===== config.mk =====
export PLATFORM = sky130hd
export DESIGN_NAME = i2c_master_transfer_sequencer_flat
export DESIGN_NICKNAME = d
export VERILOG_FILES = /design/src/design/i2cmts_pkg.sv /design/src/design/i2cmts_if.sv /design/src/design/i2cmts_ctrl.sv /design/src/design/i2c_master_transfer_sequencer.sv /design/src/flat_wrapper.sv
export SDC_FILE = /design/constraint.sdc
export NUM_CORES = 1
export LEC_CHECK = 0
export BUFFER_PORTS_ARGS = -buffer_cell sky130_fd_sc_hd__buf_2
export CORE_MARGIN = 2
export CORE_UTILIZATION = 45
export CTS_CLUSTER_SIZE = 16
export DETAILED_ROUTE_END_ITERATION = 16
export PLACE_DENSITY = 0.72
export SETUP_SLACK_MARGIN = 0.15
export SLEW_MARGIN = 20
export SYNTH_ARGS = -nofsm -noshare
export SYNTH_HDL_FRONTEND = slang
export SYNTH_HIERARCHICAL = 1
export SYNTH_SLANG_ARGS = --single-unit

===== constraint.sdc =====
create_clock -name i_clk -period 9.6 [get_ports i_clk]
set_clock_uncertainty 0.2 [all_clocks]
set_input_delay 0.96 -clock i_clk [delete_from_list [all_inputs] [get_ports i_clk]]
set_output_delay 0.96 -clock i_clk [all_outputs]
set_load 0.05 [all_outputs]

===== src/design/i2cmts_pkg.sv =====
// ----------------------------------------------------------------------------
// I2C master transfer sequencer package
// Shared types, bus status codes and control mask bits for the sequencer.
// ----------------------------------------------------------------------------
`default_nettype none

package i2cmts_pkg;

    localparam int POS_W = 9;
    localparam logic [POS_W-1:0] POS_MAX = 9'd511;

    // Item operations.
    typedef enum logic [1:0] {
        OP_LOAD  = 2'd0,
        OP_EVENT = 2'd1,
        OP_START = 2'd2
    } t_op;

    // Transfer status as reported in every result.
    typedef enum logic [2:0] {
        XS_IDLE      = 3'd0,
        XS_STARTED   = 3'd1,
        XS_NO_DATA   = 3'd2,
        XS_OK        = 3'd3,
        XS_NACK_DATA = 3'd4,
        XS_NACK_ADDR = 3'd5,
        XS_ARB_LOST  = 3'd6
    } t_xfer;

    // Controller bus status codes.
    localparam logic [7:0] BS_START        = 8'h08;
    localparam logic [7:0] BS_RESTART      = 8'h10;
    localparam logic [7:0] BS_ADDR_ACK     = 8'h18;
    localparam logic [7:0] BS_ADDR_NACK    = 8'h20;
    localparam logic [7:0] BS_DATA_ACK     = 8'h28;
    localparam logic [7:0] BS_DATA_NACK    = 8'h30;
    localparam logic [7:0] BS_ARB_LOST     = 8'h38;
    localparam logic [7:0] BS_RD_ADDR_ACK  = 8'h40;
    localparam logic [7:0] BS_RD_ADDR_NACK = 8'h48;
    localparam logic [7:0] BS_RX_ACK       = 8'h50;
    localparam logic [7:0] BS_RX_NACK      = 8'h58;

    // Control bits to set.
    localparam logic [2:0] SET_START = 3'b001;
    localparam logic [2:0] SET_STOP  = 3'b010;
    localparam logic [2:0] SET_ACK   = 3'b100;

    // Control bits to clear.
    localparam logic [3:0] CLR_ACK   = 4'b0001;
    localparam logic [3:0] CLR_SI    = 4'b0010;
    localparam logic [3:0] CLR_START = 4'b0100;
    localparam logic [3:0] CLR_STOP  = 4'b1000;

    // Configuration register indexes.
    localparam logic CFG_WRITE_LENGTH = 1'b0;
    localparam logic CFG_READ_LENGTH  = 1'b1;

    typedef struct packed {
        logic [1:0] operation;
        logic [3:0] load_index;
        logic [7:0] load_byte;
        logic [7:0] status_code;
        logic [7:0] received_byte;
    } t_item;

    typedef struct packed {
        logic       tx_valid;
        logic [7:0] tx_byte;
        logic [2:0] set_mask;
        logic [3:0] clear_mask;
        logic       rx_valid;
        logic [7:0] rx_byte;
        logic [3:0] rx_index;
        logic [2:0] transfer_status;
    } t_result;

    typedef struct packed {
        logic [POS_W-1:0] wpos;
        logic [POS_W-1:0] rpos;
        t_xfer            status;
    } t_seq_state;

    // Tells the store address counter how to follow the write position.
    typedef struct packed {
        logic restart;
        logic advance;
    } t_addr_ctl;

    function automatic logic [POS_W-1:0] bump(input logic [POS_W-1:0] p);
        return (p < POS_MAX) ? p + 9'd1 : POS_MAX;
    endfunction

endpackage

`default_nettype wire


===== src/design/i2cmts_if.sv =====
// ----------------------------------------------------------------------------
// I2C master transfer sequencer channels
// Valid/ready channel interfaces for items, results and register writes.
// ----------------------------------------------------------------------------
`default_nettype none

interface i2cmts_in_if;
    logic       valid;
    logic       ready;
    logic [1:0] operation;
    logic [3:0] load_index;
    logic [7:0] load_byte;
    logic [7:0] status_code;
    logic [7:0] received_byte;

    modport source (output valid, operation, load_index, load_byte, status_code,
                    received_byte, input ready);
    modport sink (input valid, operation, load_index, load_byte, status_code,
                  received_byte, output ready);
endinterface

interface i2cmts_out_if;
    logic       valid;
    logic       ready;
    logic       tx_valid;
    logic [7:0] tx_byte;
    logic [2:0] set_mask;
    logic [3:0] clear_mask;
    logic       rx_valid;
    logic [7:0] rx_byte;
    logic [3:0] rx_index;
    logic [2:0] transfer_status;

    modport source (output valid, tx_valid, tx_byte, set_mask, clear_mask, rx_valid,
                    rx_byte, rx_index, transfer_status, input ready);
    modport sink (input valid, tx_valid, tx_byte, set_mask, clear_mask, rx_valid,
                  rx_byte, rx_index, transfer_status, output ready);
endinterface

interface i2cmts_cfg_if;
    logic       valid;
    logic       ready;
    logic       index;
    logic [4:0] data;

    modport source (output valid, index, data, input ready);
    modport sink (input valid, index, data, output ready);
endinterface

`default_nettype wire


===== src/design/i2cmts_ctrl.sv =====
// ----------------------------------------------------------------------------
// I2C master transfer sequencer decision logic
// Maps one item and the current sequencer state to a result and next state.
// ----------------------------------------------------------------------------
`default_nettype none

module i2cmts_ctrl
    import i2cmts_pkg::*;
(
    input  var t_item      i_item,
    input  var t_seq_state i_state,
    input  wire [4:0]      i_write_length,
    input  wire [4:0]      i_read_length,
    input  wire [7:0]      i_store_byte,
    input  wire [7:0]      i_first_byte,
    output t_seq_state     o_state,
    output t_result        o_result,
    output t_addr_ctl      o_addr_ctl
);

    logic       fetch;
    logic       restart;
    logic [2:0] set_mask;
    logic [3:0] clear_mask;
    logic       rx_valid;
    t_seq_state nxt;

    always_comb begin
        nxt        = i_state;
        fetch      = 1'b0;
        restart    = 1'b0;
        set_mask   = '0;
        clear_mask = '0;
        rx_valid   = 1'b0;

        case (i_item.operation)
            OP_LOAD: begin
            end
            OP_START: begin
                set_mask   = SET_START;
                nxt.status = XS_STARTED;
            end
            OP_EVENT: begin
                clear_mask = CLR_SI;
                case (i_item.status_code)
                    BS_START: begin
                        nxt.rpos   = '0;
                        fetch      = 1'b1;
                        restart    = 1'b1;
                        clear_mask = clear_mask | CLR_START;
                    end
                    BS_RESTART: begin
                        nxt.rpos   = '0;
                        fetch      = 1'b1;
                        clear_mask = clear_mask | CLR_START;
                    end
                    BS_ADDR_ACK: begin
                        if (i_write_length == 5'd1) begin
                            set_mask   = SET_STOP;
                            nxt.status = XS_NO_DATA;
                        end else begin
                            clear_mask = clear_mask | CLR_STOP | CLR_START;
                            fetch      = 1'b1;
                        end
                    end
                    BS_DATA_ACK: begin
                        if (i_state.wpos < {4'b0, i_write_length}) begin
                            fetch = 1'b1;
                        end else if (i_read_length != 5'd0) begin
                            set_mask = SET_START;
                        end else begin
                            set_mask   = SET_STOP;
                            nxt.status = XS_OK;
                        end
                    end
                    BS_DATA_NACK: begin
                        set_mask   = SET_STOP;
                        nxt.status = XS_NACK_DATA;
                    end
                    BS_RD_ADDR_ACK, BS_RX_ACK: begin
                        if (i_item.status_code == BS_RX_ACK) begin
                            rx_valid = 1'b1;
                            nxt.rpos = bump(i_state.rpos);
                        end
                        // Ack the next byte only if more than one is still to come.
                        if (({1'b0, nxt.rpos} + 10'd1) < {5'b0, i_read_length}) begin
                            set_mask = SET_ACK;
                        end else begin
                            clear_mask = clear_mask | CLR_ACK;
                        end
                    end
                    BS_RX_NACK: begin
                        rx_valid   = 1'b1;
                        nxt.rpos   = bump(i_state.rpos);
                        nxt.status = XS_OK;
                        set_mask   = SET_STOP;
                    end
                    BS_ADDR_NACK, BS_RD_ADDR_NACK: begin
                        set_mask   = SET_STOP;
                        nxt.status = XS_NACK_ADDR;
                    end
                    BS_ARB_LOST: begin
                        nxt.status = XS_ARB_LOST;
                    end
                    default: begin
                        nxt.status = XS_ARB_LOST;
                    end
                endcase
            end
            default: begin
            end
        endcase

        if (fetch) begin
            nxt.wpos = bump(restart ? '0 : i_state.wpos);
        end
    end

    assign o_state             = nxt;
    assign o_addr_ctl.restart  = restart;
    assign o_addr_ctl.advance  = fetch && !restart && (i_state.wpos != POS_MAX);

    assign o_result.tx_valid        = fetch;
    assign o_result.tx_byte         = fetch ? (restart ? i_first_byte : i_store_byte) : 8'd0;
    assign o_result.set_mask        = set_mask;
    assign o_result.clear_mask      = clear_mask;
    assign o_result.rx_valid        = rx_valid;
    assign o_result.rx_byte         = rx_valid ? i_item.received_byte : 8'd0;
    assign o_result.rx_index        = rx_valid ? i_state.rpos[3:0] : 4'd0;
    assign o_result.transfer_status = nxt.status;

endmodule

`default_nettype wire


===== src/design/i2c_master_transfer_sequencer.sv =====
// ----------------------------------------------------------------------------
// I2C master transfer sequencer
// Write-then-read master transfer sequencing driven by controller status codes.
// ----------------------------------------------------------------------------
// Usage:
//   i_cfg  : register writes (index 0 write_length, index 1 read_length).
//            Always ready; write only while no item is in flight.
//   i_in   : items (load a write buffer byte, bus status event, request start).
//   o_out  : exactly one result beat per item, in order.
// An accepted item passes through the input register and then the result
// register, where its result beat is held until it is taken. One item is
// accepted every cycle as long as results are taken; the next transmit
// byte is read from the buffer memory into a register ahead of use, at the
// updated write position.
// When o_out stalls, the result register holds its beat and the input
// register still takes one more item; i_in.ready then drops until the
// result is taken.
// Reset clears the positions, the transfer status (idle), both lengths and
// the valid flags. The write buffer is not cleared and must be loaded before
// it is used.
// ----------------------------------------------------------------------------
`default_nettype none

module i2c_master_transfer_sequencer
    import i2cmts_pkg::*;
#(
    parameter int BUFFER_DEPTH = 16
) (
    input  wire           i_clk,
    input  wire           i_rst_n,
    i2cmts_cfg_if.sink    i_cfg,
    i2cmts_in_if.sink     i_in,
    i2cmts_out_if.source  o_out
);

    localparam int AW = (BUFFER_DEPTH > 1) ? $clog2(BUFFER_DEPTH) : 1;
    localparam logic [AW-1:0] LAST_ADDR = AW'(BUFFER_DEPTH - 1);

    // Load index modulo the buffer depth, by repeated subtraction.
    function automatic logic [AW-1:0] wrap_index(input logic [3:0] idx);
        logic [8:0] v;
        v = {5'b0, idx};
        for (int k = 0; k < 8; k++) begin
            if (v >= 9'(BUFFER_DEPTH)) begin
                v = v - 9'(BUFFER_DEPTH);
            end
        end
        return v[AW-1:0];
    endfunction

    logic [7:0] r_store [BUFFER_DEPTH];
    logic [7:0] r_store_byte;
    logic [7:0] r_first_byte;
    logic [AW-1:0] r_waddr;
    logic [AW-1:0] n_waddr;

    logic [4:0] r_write_length;
    logic [4:0] r_read_length;

    logic       r_s1_valid;
    t_item      r_s1_item;
    t_seq_state r_state;
    t_seq_state n_state;

    logic       r_out_valid;
    t_result    r_out;
    t_result    n_out;
    t_addr_ctl  addr_ctl;

    logic          s1_fire;
    logic          in_fire;
    logic          wr_en;
    logic [AW-1:0] wr_addr;

    assign s1_fire = r_s1_valid && (!r_out_valid || o_out.ready);
    assign in_fire = i_in.valid && i_in.ready;
    assign wr_en   = s1_fire && (r_s1_item.operation == OP_LOAD);
    assign wr_addr = wrap_index(r_s1_item.load_index);

    assign i_in.ready  = !r_s1_valid || s1_fire;
    assign i_cfg.ready = 1'b1;

    i2cmts_ctrl u_ctrl (
        .i_item         (r_s1_item),
        .i_state        (r_state),
        .i_write_length (r_write_length),
        .i_read_length  (r_read_length),
        .i_store_byte   (r_store_byte),
        .i_first_byte   (r_first_byte),
        .o_state        (n_state),
        .o_result       (n_out),
        .o_addr_ctl     (addr_ctl)
    );

    always_comb begin
        n_waddr = r_waddr;
        if (addr_ctl.restart) begin
            n_waddr = AW'(1);
        end else if (addr_ctl.advance) begin
            n_waddr = (r_waddr == LAST_ADDR) ? '0 : r_waddr + AW'(1);
        end
    end

    // Buffer memory; the read port follows the write position one item ahead.
    always_ff @(posedge i_clk) begin
        if (wr_en) begin
            r_store[wr_addr] <= r_s1_item.load_byte;
        end
        if (s1_fire) begin
            if (wr_en && (wr_addr == n_waddr)) begin
                r_store_byte <= r_s1_item.load_byte;
            end else begin
                r_store_byte <= r_store[n_waddr];
            end
        end
        // Copy of entry zero for the byte sent right after a start.
        if (wr_en && (wr_addr == '0)) begin
            r_first_byte <= r_s1_item.load_byte;
        end
    end

    always_ff @(posedge i_clk) begin
        if (!i_rst_n) begin
            r_write_length <= '0;
            r_read_length  <= '0;
        end else if (i_cfg.valid) begin
            case (i_cfg.index)
                CFG_WRITE_LENGTH: r_write_length <= i_cfg.data;
                CFG_READ_LENGTH:  r_read_length  <= i_cfg.data;
                default: begin
                end
            endcase
        end
    end

    always_ff @(posedge i_clk) begin
        if (!i_rst_n) begin
            r_s1_valid  <= 1'b0;
            r_out_valid <= 1'b0;
            r_state     <= '{wpos: '0, rpos: '0, status: XS_IDLE};
            r_waddr     <= '0;
        end else begin
            if (in_fire) begin
                r_s1_valid <= 1'b1;
            end else if (s1_fire) begin
                r_s1_valid <= 1'b0;
            end
            if (s1_fire) begin
                r_out_valid <= 1'b1;
                r_state     <= n_state;
                r_waddr     <= n_waddr;
            end else if (o_out.ready) begin
                r_out_valid <= 1'b0;
            end
        end
    end

    always_ff @(posedge i_clk) begin
        if (in_fire) begin
            r_s1_item.operation     <= i_in.operation;
            r_s1_item.load_index    <= i_in.load_index;
            r_s1_item.load_byte     <= i_in.load_byte;
            r_s1_item.status_code   <= i_in.status_code;
            r_s1_item.received_byte <= i_in.received_byte;
        end
        if (s1_fire) begin
            r_out <= n_out;
        end
    end

    assign o_out.valid           = r_out_valid;
    assign o_out.tx_valid        = r_out.tx_valid;
    assign o_out.tx_byte         = r_out.tx_byte;
    assign o_out.set_mask        = r_out.set_mask;
    assign o_out.clear_mask      = r_out.clear_mask;
    assign o_out.rx_valid        = r_out.rx_valid;
    assign o_out.rx_byte         = r_out.rx_byte;
    assign o_out.rx_index        = r_out.rx_index;
    assign o_out.transfer_status = r_out.transfer_status;

endmodule

`default_nettype wire


===== src/flat_wrapper.sv =====
// flat-port wrapper written by rule: the top's interface ports become plain ports
module i2c_master_transfer_sequencer_flat import i2cmts_pkg::*;
#(
    parameter int BUFFER_DEPTH = 16
)
  (i_clk, i_rst_n, i_cfg_valid, i_cfg_index, i_cfg_data, i_cfg_ready, i_in_valid, i_in_operation, i_in_load_index, i_in_load_byte, i_in_status_code, i_in_received_byte, i_in_ready, o_out_valid, o_out_tx_valid, o_out_tx_byte, o_out_set_mask, o_out_clear_mask, o_out_rx_valid, o_out_rx_byte, o_out_rx_index, o_out_transfer_status, o_out_ready);
  i2cmts_cfg_if i_cfg_i ();
  i2cmts_in_if i_in_i ();
  i2cmts_out_if o_out_i ();
  input  wire i_clk;
  input  wire i_rst_n;
  input wire logic [$bits(i_cfg_i.valid)-1:0] i_cfg_valid;
  input wire logic [$bits(i_cfg_i.index)-1:0] i_cfg_index;
  input wire logic [$bits(i_cfg_i.data)-1:0] i_cfg_data;
  output wire logic [$bits(i_cfg_i.ready)-1:0] i_cfg_ready;
  input wire logic [$bits(i_in_i.valid)-1:0] i_in_valid;
  input wire logic [$bits(i_in_i.operation)-1:0] i_in_operation;
  input wire logic [$bits(i_in_i.load_index)-1:0] i_in_load_index;
  input wire logic [$bits(i_in_i.load_byte)-1:0] i_in_load_byte;
  input wire logic [$bits(i_in_i.status_code)-1:0] i_in_status_code;
  input wire logic [$bits(i_in_i.received_byte)-1:0] i_in_received_byte;
  output wire logic [$bits(i_in_i.ready)-1:0] i_in_ready;
  output wire logic [$bits(o_out_i.valid)-1:0] o_out_valid;
  output wire logic [$bits(o_out_i.tx_valid)-1:0] o_out_tx_valid;
  output wire logic [$bits(o_out_i.tx_byte)-1:0] o_out_tx_byte;
  output wire logic [$bits(o_out_i.set_mask)-1:0] o_out_set_mask;
  output wire logic [$bits(o_out_i.clear_mask)-1:0] o_out_clear_mask;
  output wire logic [$bits(o_out_i.rx_valid)-1:0] o_out_rx_valid;
  output wire logic [$bits(o_out_i.rx_byte)-1:0] o_out_rx_byte;
  output wire logic [$bits(o_out_i.rx_index)-1:0] o_out_rx_index;
  output wire logic [$bits(o_out_i.transfer_status)-1:0] o_out_transfer_status;
  input wire logic [$bits(o_out_i.ready)-1:0] o_out_ready;
  assign i_cfg_i.valid = i_cfg_valid;
  assign i_cfg_i.index = i_cfg_index;
  assign i_cfg_i.data = i_cfg_data;
  assign i_cfg_ready = i_cfg_i.ready;
  assign i_in_i.valid = i_in_valid;
  assign i_in_i.operation = i_in_operation;
  assign i_in_i.load_index = i_in_load_index;
  assign i_in_i.load_byte = i_in_load_byte;
  assign i_in_i.status_code = i_in_status_code;
  assign i_in_i.received_byte = i_in_received_byte;
  assign i_in_ready = i_in_i.ready;
  assign o_out_valid = o_out_i.valid;
  assign o_out_tx_valid = o_out_i.tx_valid;
  assign o_out_tx_byte = o_out_i.tx_byte;
  assign o_out_set_mask = o_out_i.set_mask;
  assign o_out_clear_mask = o_out_i.clear_mask;
  assign o_out_rx_valid = o_out_i.rx_valid;
  assign o_out_rx_byte = o_out_i.rx_byte;
  assign o_out_rx_index = o_out_i.rx_index;
  assign o_out_transfer_status = o_out_i.transfer_status;
  assign o_out_i.ready = o_out_ready;
  i2c_master_transfer_sequencer #(.BUFFER_DEPTH(BUFFER_DEPTH)) u_core (.i_clk(i_clk), .i_rst_n(i_rst_n), .i_cfg(i_cfg_i), .i_in(i_in_i), .o_out(o_out_i));
endmodule

**Word-level counts from Yosys, hierarchy flattened**

Memories as Yosys holds them, arrays and structs flattened. A register that Yosys moved wholly into a read port is not among the register bits.
Index checks and enable logic that the tools add are counted.
W data, S select, Z words.

- Register bits after elaboration: 107
- Bits in writable memories: 128
- Bits of input ports: 41
- Output and inout port bits: 35
- Memories: 1

Memories:

| name | words | bits a word | rd ports | clocked after Yosys merged registers in | wr ports | RTL line | source |
|---|---|---|---|---|---|---|---|
| u_core.r_store | 16 | 8 | 1 | 1 | 1 | i2c_master_transfer_sequencer.sv:51 | `logic [7:0] r_store [BUFFER_DEPTH];` |

- Add/subtract/negate cells: 4
- Magnitude comparators: 4
- Equality and inequality tests: 15
- Multiplexer cells: 40
- Bitwise operators: 1
- Reduce and logical (&&, ||, !) cells: 26

Operators with widths:

| cell | count |
|---|---|
| $mux W9 | 6 |
| $eq A8 B7 Y1 const B | 4 |
| $pmux W9 S3 | 1 |
| $eq A8 B6 Y1 const B | 3 |
| $add A9 B1 Y9 const B | 2 |
| $lt A9 B9 Y1 const B | 2 |
| $pmux W3 S6 | 1 |
| $eq A8 B5 Y1 const B | 2 |
| $mux W4 | 4 |
| $mux W1 | 14 |
| $mux W3 | 4 |
| $pmux W3 S2 | 2 |
| $pmux W3 S4 | 1 |
| $pmux W4 S3 | 1 |
| $add A9 B1 Y10 const B | 1 |
| $lt A10 B5 Y1 | 1 |
| $lt A9 B5 Y1 | 1 |
| $ne A9 B9 Y1 const B | 1 |
| $eq A8 B4 Y1 const B | 1 |
| $mux W8 | 1 |
| $reduce_or A4 Y1 | 2 |
| $logic_and A1 B1 Y1 | 6 |
| $mux W2 | 3 |
| $reduce_and A2 Y1 | 3 |
| other kinds (17) | 23 |

**Logic depth before layout (Yosys ltp)**

- Depth after elaboration: 10
- Mapped depth: 17
- Mapped depth without buffers: 15

**Modules after synthesis**

The synthesis kept the hierarchy.

By module, submodules not included:

| module | instances | cells an instance | area each (um^2) | sequential area each (um^2) |
|---|---|---|---|---|
| i2c_master_transfer_sequencer | 1 | 737 | 9725.6 | 6686.4 |
| i2cmts_ctrl | 1 | 321 | 1984.4 | 0.0 |

**Worst setup path before layout**

OpenSTA, ideal clock, no wires.

- Kind: reg2reg
- From: reg u_core.r_write_length[4]
- To: reg u_core.r_store_byte[6], read port of u_core.r_store, data pin
- Setup time: 255 ps
- Data arrival time: 3660 ps
- Required time: 9145 ps
- Slack: 5485 ps
- Stages on the path, launching flop included: 17
- Buffers on the path: 3
- Path through: dfxtp_1 -> inv_1 -> ha_1 -> or4_1 -> a211oi_2 -> o211ai_4 -> a21o_4 -> buf_6 -> nor3_2 -> xnor2_2 -> and2_1 -> buf_6 -> buf_12 -> mux4_2 -> a21oi_1 -> o21ai_1 -> a31o_1

RTL lines:

| what | RTL line | source |
|---|---|---|
| start, declared | i2c_master_transfer_sequencer.sv:57 | `logic [4:0] r_write_length;` |
| start signal, assigned | i2c_master_transfer_sequencer.sv:128 | `CFG_WRITE_LENGTH: r_write_length <= i_cfg.data;` |
| end, declared | i2c_master_transfer_sequencer.sv:52 | `logic [7:0] r_store_byte;` |

==> results.cfg <==
[power_and_ir_drop]
swShare_pct = 23.4
internal_power_uw = 1700
leakagePower_uw = 0.00456
seqPwrFrac_pct = 52.0
fin_total_pwr_uw = 2220
pwr-share-clk_pct = 41.9
switching_power_uw = 519
max-vdd-ir-drop_mv = 0.154
power.density_nw_per_um2 = 170
combinationalPowerShare_pct = 6.2

[detailed_routing]
route.vias.total = 8691
vias_per_cell = 5.99
antenna_left = 0
drc = 0
first_iter_violations = 866
drt-wirelength-per-cell_um = 19.6
totalWireLength_um = 28400
dr.pass1.iters = 5

[die]
die_x_um = 165
io_pins = 76
die_area_um2 = 27300
row_count = 59
core_um2 = 25800
fp.dieH_um = 165
initial_core_util_pct = 45.3

[synthesis]
synthFlopType = edfxtp_1
synth_cells = 1058
yosys_warnings = 6
synth_nets = 1113
synth_seq_cells = 235
syn-cell-area_um2 = 11700
synth-seq-area-share_pct = 57.1
avgSynthCellArea_um2 = 11.1
synthArstFlopShare_pct = 0
synth_cell_types = 86
synth_edf_count = 198

[clock_tree]
cts_tree = built
post_cts_resized = 0
clk_pin_slew_ns = 0.06
clkSinkCount = 235
cts_made_buffers = 25
cts_root_buf = clkbuf_16
clk_path_buf_depth = 3
cts_setup_buffers = 0
cts_hold_buf = 0
clock_latency_ns = 0.55
h-tree-depth = 1

[setup_path]
cp_common_cell = inv_1
end_kind = flip-flop
cp_max_fo = 57
crit_path_top_delay_cell = nor4b_2
max_stage_delay_ns = 0.82
path_cells = inv_1 -> ha_1 -> inv_1 -> nor3_4 -> nand3_2 -> inv_1 -> nor3_4 -> buf_4 -> and3b_1 -> o21ai_2 -> xnor2_1 -> nor4b_2 -> o31ai_1
worstRegToRegCells = 13
path_class = reg2reg
worst_setup_path_start_kind = flip-flop
rr_startpoint = u_core/r_s1_item[29]$_DFFE_PP_
required_ns = 9.66
r2r_slack_ns = 3.68
cp.arrival_ns = 5.98
worstReg2RegEnd = u_core/r_store_byte[1]$_DFFE_PP_

[global_route]
grt_max_degree = 66
grt.total_usage_pct = 20.9
grt_pass1_vias = 8026
grt_pass1_wl_um = 44500
antenna_found_initial = 2
grt.overflow.total = 0

[cells_and_area]
drive_gt1_share_pct = 14.4
syn2layout_area_growth_pct = 11.2
stdcell_area_um2 = 13000
final_nets = 1149
final_cell_mix = edfxtp_1, nand2_1, nor2_1
final_common_cell = edfxtp_1
fin_cells = 1450
fin_util_pct = 50.4

[sta]
grt_setup_unrepaired = false
fin_setup_tns_ns = 0
max_freq_mhz = 169
slew_headroom_pct = 35.9
hold_viol_final = 0
finalSetupViolCount = 0
period_share_pct = 61.7
layout_min_cycle_time_ns = 5.92
tightest_slew_ns = 0.957
drv_slew = 0

[min_path]
hp-class = reg2reg
min_from = u_core/r_read_length[4]$_SDFFE_PN0P_
holdPathEnd = u_core/r_read_length[4]$_SDFFE_PN0P_
hold_depth = 2

[placed_design]
post-dp-hpwl_um = 18800
placedInstanceArea_um2 = 12200
routabilityCongestion = 0.903
portBuffers = 74
dp.cells = 1402

[run_status]
outcome = finished clean

[run]
cap_violations = 0
[sequential cells by signal, indices dropped and copies added, names as in the netlist]
name / flops
u_core/o_out.transfer_status: 3
u_core/r_write_length: 5
u_core/o_out.tx_valid: 1
u_core/r_state: 21
u_core/o_out.tx_byte: 8
u_core/o_out.set_mask: 3
u_core/r_store_byte: 8
u_core/r_store: 128
u_core/o_out.valid: 1
u_core/r_s1_item: 26
u_core/o_out.rx_byte: 8
u_core/wr_addr: 4
u_core/o_out.rx_valid: 1
u_core/o_out.rx_index: 4
u_core/o_out.clear_mask: 4
u_core/r_read_length: 5
u_core/r_s1_valid: 1
u_core/r_waddr: 4
[Yosys cell counts, drive strengths merged (9+ instances only)]
master	number	area (um^2)
edfxtp	198	5950
nand2	155	582
nor2	80	300
a21oi	59	295
clkbuf	42	158
o21ai	41	209
dfxtp	37	741
a21boi	36	270
buf	32	213
nand3	31	160
o22ai	24	150
inv	22	85.1
nor2b	22	138
and3	18	113
a31oi	16	100
nand2b	16	100
nor3	16	108
a32oi	14	123
ha	14	175
a22o	12	105
nand4	12	75.1
o211a	11	110
a2bb2oi	10	87.6
mux2i	10	100
o211ai	10	93.8
mux4	9	203
o31ai	9	67.6
[logic make-up (layout without fill, tap and decap cells)]
logic type	Yosys count	after routing	share of synthesized area, %
fa+ha+maj	14	14	1.50
compound gates	301	301	18.1
flops	235	235	57.1
other cells	1	3	0.0320
simple gates	379	379	15.7
mux	22	22	2.87
buf+inv	98	153	3.95
xor+xnor	8	8	0.663
[final cells by class]
type / count / area (um^2)
clock buffers: 34 / 721
clock inverters: 12 / 81.3
repair buffers: 83 / 438
multi-input cells: 725 / 4580
fillers: 2291 / 12800
flip-flops and latches: 235 / 6690
inverters: 24 / 92.6
diodes: 2 / 5.00
well taps: 335 / 419
[metrics by stage]
stage / hold WS [ns] / setup WS (ns)
global route: 0.316 / 3.07
CTS: 0.297 / 3.74
floorplan: 0.242 / 5.48
finish: 0.295 / 3.68
detailed placement: 0.288 / 3.75
global placement: 0.276 / 3.99
[how the worst max path moves through the flow]
stage	start	to	slack, ns	depth (start not counted)
floorplan	u_core/r_write_length[4]$_SDFFE_PN0P_	u_core/r_store_byte[6]$_DFFE_PP_	5.48	16
global placement	u_core/r_s1_item[29]$_DFFE_PP_	u_core/r_store_byte[2]$_DFFE_PP_	3.99	13
detailed placement	u_core/r_s1_item[29]$_DFFE_PP_	u_core/r_store_byte[2]$_DFFE_PP_	3.75	13
CTS	u_core/r_s1_item[29]$_DFFE_PP_	u_core/r_store_byte[2]$_DFFE_PP_	3.74	13
global route	u_core/r_s1_item[29]$_DFFE_PP_	u_core/r_store_byte[2]$_DFFE_PP_	3.07	13
finish	u_core/r_s1_item[29]$_DFFE_PP_	u_core/r_store_byte[1]$_DFFE_PP_	3.68	13
[power groups by stage]
| stage | Sequential [uW] | Clock, uW | Combinational [uW] |
|---|---|---|---|
| after floorplan | 1190 | 0 | 79.6 |
| after global placement | 1170 | 0 | 133 |
| final | 1150 | 929 | 137 |
| after detailed placement | 1170 | 0 | 135 |
| after CTS | 1150 | 947 | 136 |
| after global routing | 1150 | 992 | 148 |
[worst max-delay path, delay by kind of cell, from the launching register on]
| family | cells | cell delay, ns |
|---|---|---|
| xor gates and xnor gates | 1 | 0.23 |
| AOI/OAI and AO/OA | 2 | 0.85 |
| adders and majority gates | 1 | 0.43 |
| buffers and inverters | 4 | 1.36 |
| DFF | 1 | 0.43 |
| and+or+nand+nor | 5 | 2.12 |
[routing by layer]
metal / global-route usage (%) / up-vias / part of all wire [%]
met1: 30.0 / 4137 / 44
met3: 3.45 / 63 / 7.8
li1: - / 4059 / -
met5: 0 / - / 0
met2: 32.5 / 432 / 45
met4: 6.74 / 0 / 3.1
Note: power is estimated with default switching activity, not from simulation.
